--- src/hdl/dpmn_pkg.sv ---
package dpmn_pkg;

  localparam int BPC_W = 5;
  localparam int CLK_W = 20;
  localparam int CODE_W = 8;
  localparam int LANE_W = 4;
  localparam int DM_W = 24;
  localparam int DN_W = 24;
  localparam int LM_W = 24;
  localparam int LN_W = 21;
  localparam int ST_W = 2;

  localparam int SYM_W = 30;
  localparam int PROD_W = 27;
  localparam int DMRAW_W = 37;
  localparam int LMRAW_W = 30;

  localparam int DIVW = 60;
  localparam int DSRW = 36;
  localparam int QW = 32;
  localparam int CNTW = $clog2(DIVW);

  localparam int DATA_SHIFT = 23;
  localparam int LINK_SHIFT = 20;

  localparam logic [DN_W-1:0] DN_CAP = 24'h800000;
  localparam logic [DN_W-1:0] LN_CAP = 24'h100000;
  localparam logic [QW-1:0] M_N_LIMIT = QW'((1 << 24) - 1);

  localparam logic [CODE_W-1:0] RATE_162 = 8'h06;
  localparam logic [CODE_W-1:0] RATE_270 = 8'h0A;
  localparam logic [CODE_W-1:0] RATE_540 = 8'h14;

  localparam logic [ST_W-1:0] ST_OK = 2'd0;
  localparam logic [ST_W-1:0] ST_BAD_RATE = 2'd1;
  localparam logic [ST_W-1:0] ST_NO_LANES = 2'd2;

  function automatic logic rate_ok(input logic [CODE_W-1:0] code);
    return (code == RATE_162) || (code == RATE_270) || (code == RATE_540);
  endfunction

  function automatic logic [SYM_W-1:0] sym_rate(input logic [CODE_W-1:0] code);
    logic [SYM_W-1:0] r;
    r = '0;
    if (code == RATE_162) begin
      r = SYM_W'(162000000);
    end else if (code == RATE_270) begin
      r = SYM_W'(270000000);
    end else if (code == RATE_540) begin
      r = SYM_W'(540000000);
    end
    return r;
  endfunction

endpackage

--- src/hdl/dpmn_div.sv ---
module dpmn_div (
  input  logic                      clk,
  input  logic                      rst_n,
  input  logic                      start,
  input  logic [dpmn_pkg::DIVW-1:0] dividend,
  input  logic [dpmn_pkg::DSRW-1:0] divisor,
  output logic                      done,
  output logic [dpmn_pkg::QW-1:0]   quotient
);
  import dpmn_pkg::*;

  logic              busy_r;
  logic              done_r;
  logic [CNTW-1:0]   cnt_r;
  logic [DIVW-1:0]   dvd_r;
  logic [DSRW-1:0]   dsr_r;
  logic [DSRW-1:0]   rem_r;
  logic [QW-1:0]     quo_r;
  logic [DSRW:0]     rem_sh;
  logic [DSRW:0]     diff;
  logic              ge;

  assign rem_sh = {rem_r, dvd_r[DIVW-1]};
  assign ge = rem_sh >= {1'b0, dsr_r};
  assign diff = rem_sh - {1'b0, dsr_r};

  always_ff @(posedge clk) begin
    if (!rst_n) begin
      busy_r <= 1'b0;
      done_r <= 1'b0;
      cnt_r <= '0;
    end else begin
      done_r <= 1'b0;
      if (start) begin
        busy_r <= 1'b1;
        cnt_r <= '0;
      end else if (busy_r) begin
        cnt_r <= cnt_r + CNTW'(1);
        if (cnt_r == CNTW'(DIVW - 1)) begin
          busy_r <= 1'b0;
          done_r <= 1'b1;
        end
      end
    end
  end

  always_ff @(posedge clk) begin
    if (start) begin
      dvd_r <= dividend;
      dsr_r <= divisor;
      rem_r <= '0;
      quo_r <= '0;
    end else if (busy_r) begin
      dvd_r <= {dvd_r[DIVW-2:0], 1'b0};
      rem_r <= ge ? diff[DSRW-1:0] : rem_sh[DSRW-1:0];
      quo_r <= {quo_r[QW-2:0], ge};
    end
  end

  assign done = done_r;
  assign quotient = quo_r;

endmodule

--- src/hdl/dp_link_m_n_calculator.sv ---
// Channel  Direction  Handshake              Word
// in       input      in_valid / in_ready    bpc, pixel clock, rate code, lanes
// out      output     out_valid / out_ready  data M/N, link M/N, status
//
// A valid request passes the prepare and multiply states, a data pass and a link pass of the
// shared restoring divider, and a halving of the data pair per normalize step (at most six;
// link M always fits) before it reaches the output register, once that register can take it.
// A request with a bad rate code or zero lanes goes straight to the done state instead.
// Reset is synchronous and active low and clears the sequencer and output valid.
// A finished word waits in the output register; a new request is taken meanwhile,
// and its result waits in the sequencer until the output register is free.
module dp_link_m_n_calculator (
  input  logic                        clk,
  input  logic                        rst_n,
  input  logic                        in_valid,
  output logic                        in_ready,
  input  logic [dpmn_pkg::BPC_W-1:0]  in_bits_per_component,
  input  logic [dpmn_pkg::CLK_W-1:0]  in_pixel_clock_khz,
  input  logic [dpmn_pkg::CODE_W-1:0] in_link_rate_code,
  input  logic [dpmn_pkg::LANE_W-1:0] in_lane_count,
  output logic                        out_valid,
  input  logic                        out_ready,
  output logic [dpmn_pkg::DM_W-1:0]   out_data_m,
  output logic [dpmn_pkg::DN_W-1:0]   out_data_n,
  output logic [dpmn_pkg::LM_W-1:0]   out_link_m,
  output logic [dpmn_pkg::LN_W-1:0]   out_link_n,
  output logic [dpmn_pkg::ST_W-1:0]   out_status
);
  import dpmn_pkg::*;

  localparam logic [3:0] S_IDLE   = 4'd0;
  localparam logic [3:0] S_PREP   = 4'd1;
  localparam logic [3:0] S_DMUL   = 4'd2;
  localparam logic [3:0] S_DSTART = 4'd3;
  localparam logic [3:0] S_DWAIT  = 4'd4;
  localparam logic [3:0] S_DNORM  = 4'd5;
  localparam logic [3:0] S_LSTART = 4'd6;
  localparam logic [3:0] S_LWAIT  = 4'd7;
  localparam logic [3:0] S_LNORM  = 4'd8;
  localparam logic [3:0] S_DONE   = 4'd9;

  logic [3:0]          state_r, state_nxt;
  logic                out_valid_r, out_valid_nxt;
  logic                accept, load_out;

  logic [BPC_W-1:0]    bpc_r;
  logic [CLK_W-1:0]    clk_r;
  logic [LANE_W-1:0]   lanes_r;
  logic [SYM_W-1:0]    sym_r;
  logic [6:0]          bpc3;
  logic [PROD_W-1:0]   prod_r;
  logic [DMRAW_W-1:0]  dm_r;
  logic [LMRAW_W-1:0]  lm_r;
  logic [DSRW-1:0]     dn_r;
  logic [QW-1:0]       q_r;
  logic [DN_W-1:0]     n_r;
  logic [DM_W-1:0]     res_dm_r;
  logic [DN_W-1:0]     res_dn_r;
  logic [LM_W-1:0]     res_lm_r;
  logic [LN_W-1:0]     res_ln_r;
  logic [ST_W-1:0]     res_st_r;
  logic [DM_W-1:0]     out_dm_r;
  logic [DN_W-1:0]     out_dn_r;
  logic [LM_W-1:0]     out_lm_r;
  logic [LN_W-1:0]     out_ln_r;
  logic [ST_W-1:0]     out_st_r;

  logic                div_start;
  logic                div_done;
  logic [DIVW-1:0]     div_dividend;
  logic [DSRW-1:0]     div_divisor;
  logic [QW-1:0]       div_quotient;

  assign in_ready = (state_r == S_IDLE);
  assign accept = in_valid && in_ready;
  assign load_out = (state_r == S_DONE) && (!out_valid_r || out_ready);
  assign bpc3 = 7'(bpc_r) * 7'd3;

  assign div_start = (state_r == S_DSTART) || (state_r == S_LSTART);
  assign div_dividend = (state_r == S_LSTART) ? DIVW'({lm_r, {LINK_SHIFT{1'b0}}})
                                              : DIVW'({dm_r, {DATA_SHIFT{1'b0}}});
  assign div_divisor = (state_r == S_LSTART) ? DSRW'(sym_r) : dn_r;

  dpmn_div u_div (
    .clk      (clk),
    .rst_n    (rst_n),
    .start    (div_start),
    .dividend (div_dividend),
    .divisor  (div_divisor),
    .done     (div_done),
    .quotient (div_quotient)
  );

  always_comb begin
    state_nxt = state_r;
    unique case (state_r)
      S_IDLE: begin
        if (accept) begin
          if (!rate_ok(in_link_rate_code) || (in_lane_count == '0)) begin
            state_nxt = S_DONE;
          end else begin
            state_nxt = S_PREP;
          end
        end
      end
      S_PREP:   state_nxt = S_DMUL;
      S_DMUL:   state_nxt = S_DSTART;
      S_DSTART: state_nxt = S_DWAIT;
      S_DWAIT: begin
        if (div_done) begin
          state_nxt = S_DNORM;
        end
      end
      S_DNORM: begin
        if (q_r <= M_N_LIMIT) begin
          state_nxt = S_LSTART;
        end
      end
      S_LSTART: state_nxt = S_LWAIT;
      S_LWAIT: begin
        if (div_done) begin
          state_nxt = S_LNORM;
        end
      end
      S_LNORM: begin
        if (q_r <= M_N_LIMIT) begin
          state_nxt = S_DONE;
        end
      end
      S_DONE: begin
        if (load_out) begin
          state_nxt = S_IDLE;
        end
      end
      default: state_nxt = S_IDLE;
    endcase
  end

  always_comb begin
    out_valid_nxt = out_valid_r;
    if (load_out) begin
      out_valid_nxt = 1'b1;
    end else if (out_ready) begin
      out_valid_nxt = 1'b0;
    end
  end

  always_ff @(posedge clk) begin
    if (!rst_n) begin
      state_r <= S_IDLE;
      out_valid_r <= 1'b0;
    end else begin
      state_r <= state_nxt;
      out_valid_r <= out_valid_nxt;
    end
  end

  always_ff @(posedge clk) begin
    unique case (state_r)
      S_IDLE: begin
        if (accept) begin
          bpc_r <= in_bits_per_component;
          clk_r <= in_pixel_clock_khz;
          lanes_r <= in_lane_count;
          sym_r <= sym_rate(in_link_rate_code);
          res_dm_r <= '0;
          res_dn_r <= '0;
          res_lm_r <= '0;
          res_ln_r <= '0;
          if (!rate_ok(in_link_rate_code)) begin
            res_st_r <= ST_BAD_RATE;
          end else if (in_lane_count == '0) begin
            res_st_r <= ST_NO_LANES;
          end else begin
            res_st_r <= ST_OK;
          end
        end
      end
      S_PREP: begin
        prod_r <= PROD_W'(PROD_W'(clk_r) * PROD_W'(bpc3));
        lm_r <= LMRAW_W'(LMRAW_W'(clk_r) * LMRAW_W'(1000));
        dn_r <= DSRW'({34'(34'(sym_r) * 34'(lanes_r)), 3'b000});
      end
      S_DMUL: begin
        dm_r <= DMRAW_W'(DMRAW_W'(prod_r) * DMRAW_W'(1000));
      end
      S_DWAIT: begin
        if (div_done) begin
          q_r <= div_quotient;
          n_r <= DN_CAP;
        end
      end
      S_DNORM: begin
        if (q_r > M_N_LIMIT) begin
          q_r <= q_r >> 1;
          n_r <= n_r >> 1;
        end else begin
          res_dm_r <= q_r[DM_W-1:0];
          res_dn_r <= n_r;
        end
      end
      S_LWAIT: begin
        if (div_done) begin
          q_r <= div_quotient;
          n_r <= LN_CAP;
        end
      end
      S_LNORM: begin
        if (q_r > M_N_LIMIT) begin
          q_r <= q_r >> 1;
          n_r <= n_r >> 1;
        end else begin
          res_lm_r <= q_r[LM_W-1:0];
          res_ln_r <= n_r[LN_W-1:0];
        end
      end
      S_DONE: begin
        if (load_out) begin
          out_dm_r <= res_dm_r;
          out_dn_r <= res_dn_r;
          out_lm_r <= res_lm_r;
          out_ln_r <= res_ln_r;
          out_st_r <= res_st_r;
        end
      end
      default: begin
      end
    endcase
  end

  assign out_valid = out_valid_r;
  assign out_data_m = out_dm_r;
  assign out_data_n = out_dn_r;
  assign out_link_m = out_lm_r;
  assign out_link_n = out_ln_r;
  assign out_status = out_st_r;

  a_div_done_in_wait: assert property (@(posedge clk) disable iff (!rst_n)
    div_done |-> (state_r == S_DWAIT || state_r == S_LWAIT))
    else $error("divider finished outside a wait state");

  a_busy_after_accept: assert property (@(posedge clk) disable iff (!rst_n)
    accept |=> !in_ready)
    else $error("request accepted while previous one still in work");

  a_ok_n_nonzero: assert property (@(posedge clk) disable iff (!rst_n)
    (out_valid && out_status == ST_OK) |-> (out_data_n != '0 && out_link_n != '0))
    else $error("good result with zero N");

  a_err_zero: assert property (@(posedge clk) disable iff (!rst_n)
    (out_valid && out_status != ST_OK) |->
      (out_data_m == '0 && out_data_n == '0 && out_link_m == '0 && out_link_n == '0))
    else $error("error result with nonzero fields");

endmodule
--- config.mk ---
export PLATFORM = sky130hd
export DESIGN_NAME = dp_link_m_n_calculator
export DESIGN_NICKNAME = d
export VERILOG_FILES = /design/src/hdl/dpmn_pkg.sv /design/src/hdl/dpmn_div.sv /design/src/hdl/dp_link_m_n_calculator.sv
export SDC_FILE = /design/constraint.sdc
export NUM_CORES = 2
export LEC_CHECK = 0
export BUFFER_PORTS_ARGS = -buffer_cell sky130_fd_sc_hd__buf_2
export CORE_ASPECT_RATIO = 2
export CORE_MARGIN = 4
export CORE_UTILIZATION = 55
export CTS_CLUSTER_DIAMETER = 30
export DETAILED_ROUTE_END_ITERATION = 7
export PLACE_DENSITY = 0.82
export SLEW_MARGIN = 20
export SYNTH_ARGS = -nofsm -noshare
export SYNTH_HDL_FRONTEND = slang
export SYNTH_SLANG_ARGS = --single-unit
--- constraint.sdc ---
create_clock -name clk -period 17.77 [get_ports clk]
set_clock_uncertainty 0.15 [all_clocks]
set_input_delay 0.8885 -clock clk [delete_from_list [all_inputs] [get_ports clk]]
set_output_delay 0.8885 -clock clk [all_outputs]
set_load 0.02 [all_outputs]
# --- Yosys cells after proc, flatten, opt, wreduce, memory -nomap -nowiden ---
# Cells that the tools add are included.
word_totals:
  out_inout_bits: 97
  in_bits: 41
  ff_bits: 603
op_classes:
  n_bitwise: 2
  multipliers: 5
  n_mux: 38
  n_addsub: 2
  order_cmp: 3
  n_eq_ne: 23
  n_reduce_logical: 29
ops:
  columns: ["cell", "n"]
  rows:
  - ["two-way mux 60 bit", 3]
  - ["two-way mux 24 bit", 6]
  - ["case mux 24 bit (2 select lines)", 3]
  - ["case mux 24 bit (3 select lines)", 1]
  - ["two-way mux 32 bit", 2]
  - ["case mux 32 bit (2 select lines)", 1]
  - ["two-way mux 30 bit", 2]
  - ["two-way mux 21 bit", 2]
  - ["case mux 21 bit (2 select lines)", 1]
  - ["case mux 4 bit (10 select lines)", 1]
  - ["greater-or-equal comparator 37 x 36 -> 1 bit", 1]
  - ["two-way mux 36 bit", 1]
  - ["subtractor 36 bit", 1]
  - ["multiplier 27 x 7 -> 34 bit, second input constant", 1]
  - ["multiplier 30 x 4 -> 33 bit", 1]
  - ["greater-than comparator 32 x 24 -> 1 bit, second input constant", 1]
  - ["<= comparator 32 x 24 -> 1 bit, second input constant", 1]
  - ["two-way mux 29 bit", 1]
  - ["two-way mux 4 bit", 7]
  - ["multiplier 20 x 7 -> 27 bit", 1]
  - ["multiplier 20 x 7 -> 27 bit, second input constant", 1]
  - ["equality test 4 x 3 -> 1 bit, second input constant", 4]
  - ["inequality test 2 x 1 -> 1 bit, second input constant", 5]
  - ["inequality test 2 bit, second input constant", 5]
  - ["24 further kinds", 49]

# --- Longest topological paths before layout ---
logic_depth:
  word_depth: 8
  mapped_depth: 28
  depth_no_buf: 27

# --- By module ---
# A second synthesis with hierarchy kept.
hier_totals:
  cells_unflattened: 3115
  area_unflattened_um2: 37166.9
by_module_without_submodules:
  columns: ["mod", "seq_area_each_um2", "n_inst", "area_each_um2", "cells_each"]
  rows:
  - ["dp_link_m_n_calculator", 11991.5, 1, 28426.0, 2319]
  - ["dpmn_div", 4404.2, 1, 8740.9, 796]

# --- Least setup slack after synthesis ---
# Ideal clock, no wire load.
synth_path:
  kind: "reg-to-reg"
  from: "reg state_r[3]"
  to: "reg dn_r[10], enable pin"
  t_arrival_ps: 6425
  n_path_buf: 4
  period_less_slack_ps: 7191
  path_slack_ps: 10579
  t_required_ps: 17004
  setup_ps: 616
  path_stages_with_launch: 6
  path_cell_list: "dfxtp_1 > clkbuf_1 > clkbuf_1 > clkbuf_1 > clkbuf_1 > nor3_1"
synth_via:
  elab_chain_cells: 1
synth_rtl:
  columns: ["item", "line_no", "source"]
  rows:
  - ["from (decl)", "dp_link_m_n_calculator.sv:42", "logic [3:0] state_r, state_nxt;"]
  - ["from (signal assigned)", "dp_link_m_n_calculator.sv:153", "state_r <= state_nxt;"]
  - ["equality test 4 x 1 -> 1 bit", "dp_link_m_n_calculator.sv:159", "unique case (state_r)"]
  - ["to (signal assigned)", "dp_link_m_n_calculator.sv:182", "dn_r <= DSRW'({34'(34'(sym_r) * 34'(lanes_r)), 3'b000});"]
  - ["to (decl)", "dp_link_m_n_calculator.sv:54", "logic [DSRW-1:0] dn_r;"]
# Every way passes these cells.
# A chain may end at the register's enable or synchronous reset.

# --- Worst setup path after layout ---
layout_path:
  from: "reg bpc_r[0]"
  to: "reg prod_r[26] (data pin)"
layout_via:
  elab_chain_cells: 2
layout_rtl:
  columns: ["item", "line_no", "source"]
  rows:
  - ["from (decl)", "dp_link_m_n_calculator.sv:46", "logic [BPC_W-1:0] bpc_r;"]
  - ["from (signal assigned)", "dp_link_m_n_calculator.sv:162", "bpc_r <= in_bits_per_component;"]
  - ["multiplier 5 x 2 -> 7 bit", "dp_link_m_n_calculator.sv:77", "assign bpc3 = 7'(bpc_r) * 7'd3;"]
  - ["multiplier 20 x 7 -> 27 bit", "dp_link_m_n_calculator.sv:180", "prod_r <= PROD_W'(PROD_W'(clk_r) * PROD_W'(bpc3));"]
  - ["to (signal assigned)", "dp_link_m_n_calculator.sv:180", null]
  - ["to (decl)", "dp_link_m_n_calculator.sv:51", "logic [PROD_W-1:0] prod_r;"]
# Every way passes these cells.

==> metrics.txt <==
status=finished, final reports clean; Setup Total Neg Slack=0 ps; wire per inst=19.1 um; layout cells sized above 1=12.4%; top cells by area, synth=edfxtp_1 40%, fa_1 17%, ha_1 9.3%; max_cap viols=0; cell taking the most area after synthesis=edfxtp_1; Sequential Area=15500 um2; DR top layer=met4; pin count of the biggest net entering global routing=64; Max-slew headroom=33.3%; antenna viol nets, final=0; Final min period=a little under 8000 ps; Cell Rows=129; GRT Total Usage=22.2%; Clock Tree Buf Depth=3; grt ovf=0; Post-synth EDFFs=461; r2r startpoint=bpc_r[0]; Residual DRC=0; # setup viols final=0; CTS buffer count=69; vias in the first global route=24300; Avg Cell Area, Syn=12.0 um2; worst skew pair latency=620 ps; I/O Buffers=between 100 and 150; critical path launch point type=flip-flop; Seq cells post-synth=542; routed vias=22300; Synth Flop Type=edfxtp_1; total wire length=roughly 74000 um; Core ar.=62000 um2; setup bufs post-CTS=0; vias per cell=just under 6; total clock sinks=542; htree depth=3; crit end category=flip-flop; Critical Path AT=around 8000 ps; CTS clock-pin slew for the worst setup and hold paths=70 ps; post-synth top area share=40.2%; Syn-to-layout area delta=11.9%; unique cell type count in the Yosys netlist=79; top-count cell post-synth=edfxtp_1; Initial Util=a little under three fifths; GP Congestion=around 0.9; WL met3=3720 um; die area=66900 um2; CTS tree=yes; post-cts sizing count=0; Mapped Nets=3454; Crit Path Max Fanout=21; Max Freq=129 MHz; HP Class=flip-flop to flip-flop; hold wc startpoint=res_dn_r[3]; Post-CTS Hold Buffers=0; Syn Inst Count=approximately 2900; CP startpoint=bpc_r[0]; first-pass GRT wire length=120000 um; fillers=4557; Slew @ Worst Pin=991 ps; Multi-input gate area=17700 um2; Root Driver=clkbuf_16; count of pins over their slew limit=0; Met1 Routed Length=24400 um; Initial DRC Count=1334; ys async rst share=0%; RSZ-0062 raised after global routing=no; Chip Height=approximately 360 um; type of the worst setup path=flip-flop to flip-flop; number of detailed-route iterations in the first pass=5; DP Wirelength=54200 um; met2 WL post-DR=41700 um; # IOs=138; Synthesis Warnings=0; Hold Vio Cnt, Final=0; fin nets=3599; initial antenna violation count=1; synth cell count leaders=461 x edfxtp_1, 286 x fa_1, 259 x inv_1; Die Wd=185 um; period utilization=43.5%; register area share after synthesis=44.9%; CP required=17960 ps; synthesized area=34400 um2
## cell type report
type / instances / area share, %
multi-input combinational: 1979 / 46.0
clock inverter: 56 / 1.93
tap: 786 / 2.55
antenna: 1 / 0.00649
inverter: 259 / 2.52
clock buffer: 72 / 4.59
sequential: 542 / 40.1
timing repair buffer: 164 / 2.30
## stage by stage
step	util (%)	hold slack, ps	setup slack [ps]	instances	instance area (um2)
after floorplan	-	250	10580	2870	34400
after global placement	58.1	251	10150	3730	36000
after detailed placement	58.1	255	10060	3730	36000
after CTS	62.2	265	10040	3858	38500
after global routing	62.2	264	9600	3858	38500
final	62.2	268	10040	3859	38500
## layout by cell type, fill, tap and decap left out, drive strengths merged, types with 4 or more instances in the layout
| master | n |
|---|---|
| a2111oi | 4 |
| a211o | 5 |
| a211oi | 24 |
| a21boi | 8 |
| a21o | 57 |
| a21oi | 122 |
| a31oi | 34 |
| and2 | 96 |
| and3 | 108 |
| buf | 164 |
| bufinv | 9 |
| clkbuf | 72 |
| clkinv | 19 |
| dfxtp | 81 |
| edfxtp | 461 |
| fa | 286 |
| ha | 257 |
| inv | 285 |
| mux2 | 31 |
| mux2i | 54 |
| nand2 | 250 |
| nand2b | 26 |
| nand3 | 25 |
| nand4 | 14 |
| nor2 | 180 |
| nor2b | 20 |
| nor3 | 33 |
| nor4 | 7 |
| o211ai | 8 |
| o21a | 18 |
| o21ai | 80 |
| o21bai | 9 |
| o31a | 4 |
| o31ai | 4 |
| o41ai | 4 |
| or2 | 28 |
| or3 | 7 |
| xnor2 | 87 |
| xor2 | 35 |
## path summary, 6_finish.rpt
kind,cells after the start,to,slack [ps]
hold / removal,0,out_data_n[3],270
setup / recovery,26,prod_r[26],10040
hold reg to reg,0,out_data_n[3],270
setup reg to reg,26,prod_r[26],10040
## state kept, by name, indices dropped and copies added, names as in the netlist, 27 cells and up
signal and count:
u_div.quotient 32, u_div.dsr_r 28, u_div.dvd_r 37, prod_r 27
q_r 32, dm_r 34, lm_r 27, u_div.rem_r 36
## logic make-up after synthesis
family	Yosys count	share of synthesized area (%)
and+or+nand+nor	809	11.5
adders and majority gates	543	26.0
DFF	542	44.9
AOI/OAI and AO/OA	420	8.13
buffers and inverters	349	3.86
xor gates and xnor gates	122	3.10
muxes	85	2.58
## worst max-delay path: stages (launching register included)
cell and delay (ps):
edfxtp_1 780, ha_1 300, inv_1 60, fa_1 400, inv_1 70, a21oi_1 60, nor2_1 80, nor2_1 50
xnor2_1 130, buf_4 260, and2_1 180, fa_1 450, fa_1 520, fa_1 540, inv_1 50, fa_1 520
inv_1 40, ha_1 320, o21a_1 200, o21ai_0 270, o21ai_0 190, a2111oi_0 820, buf_4 250, or2_2 130
o31ai_1 100, a2111o_1 390, o211a_1 130
## routing by layer
layer | global-route usage [%] | vias to the layer above
met3 | 3.41 | 266
met5 | 0 | -
met1 | 22.6 | 11000
met4 | 11.4 | 0
li1 | - | 10300
met2 | 42.9 | 696
Power is left out: the tool's default activity adds up to more than one toggle a clock period on the data nets, which glitch-free logic cannot reach.
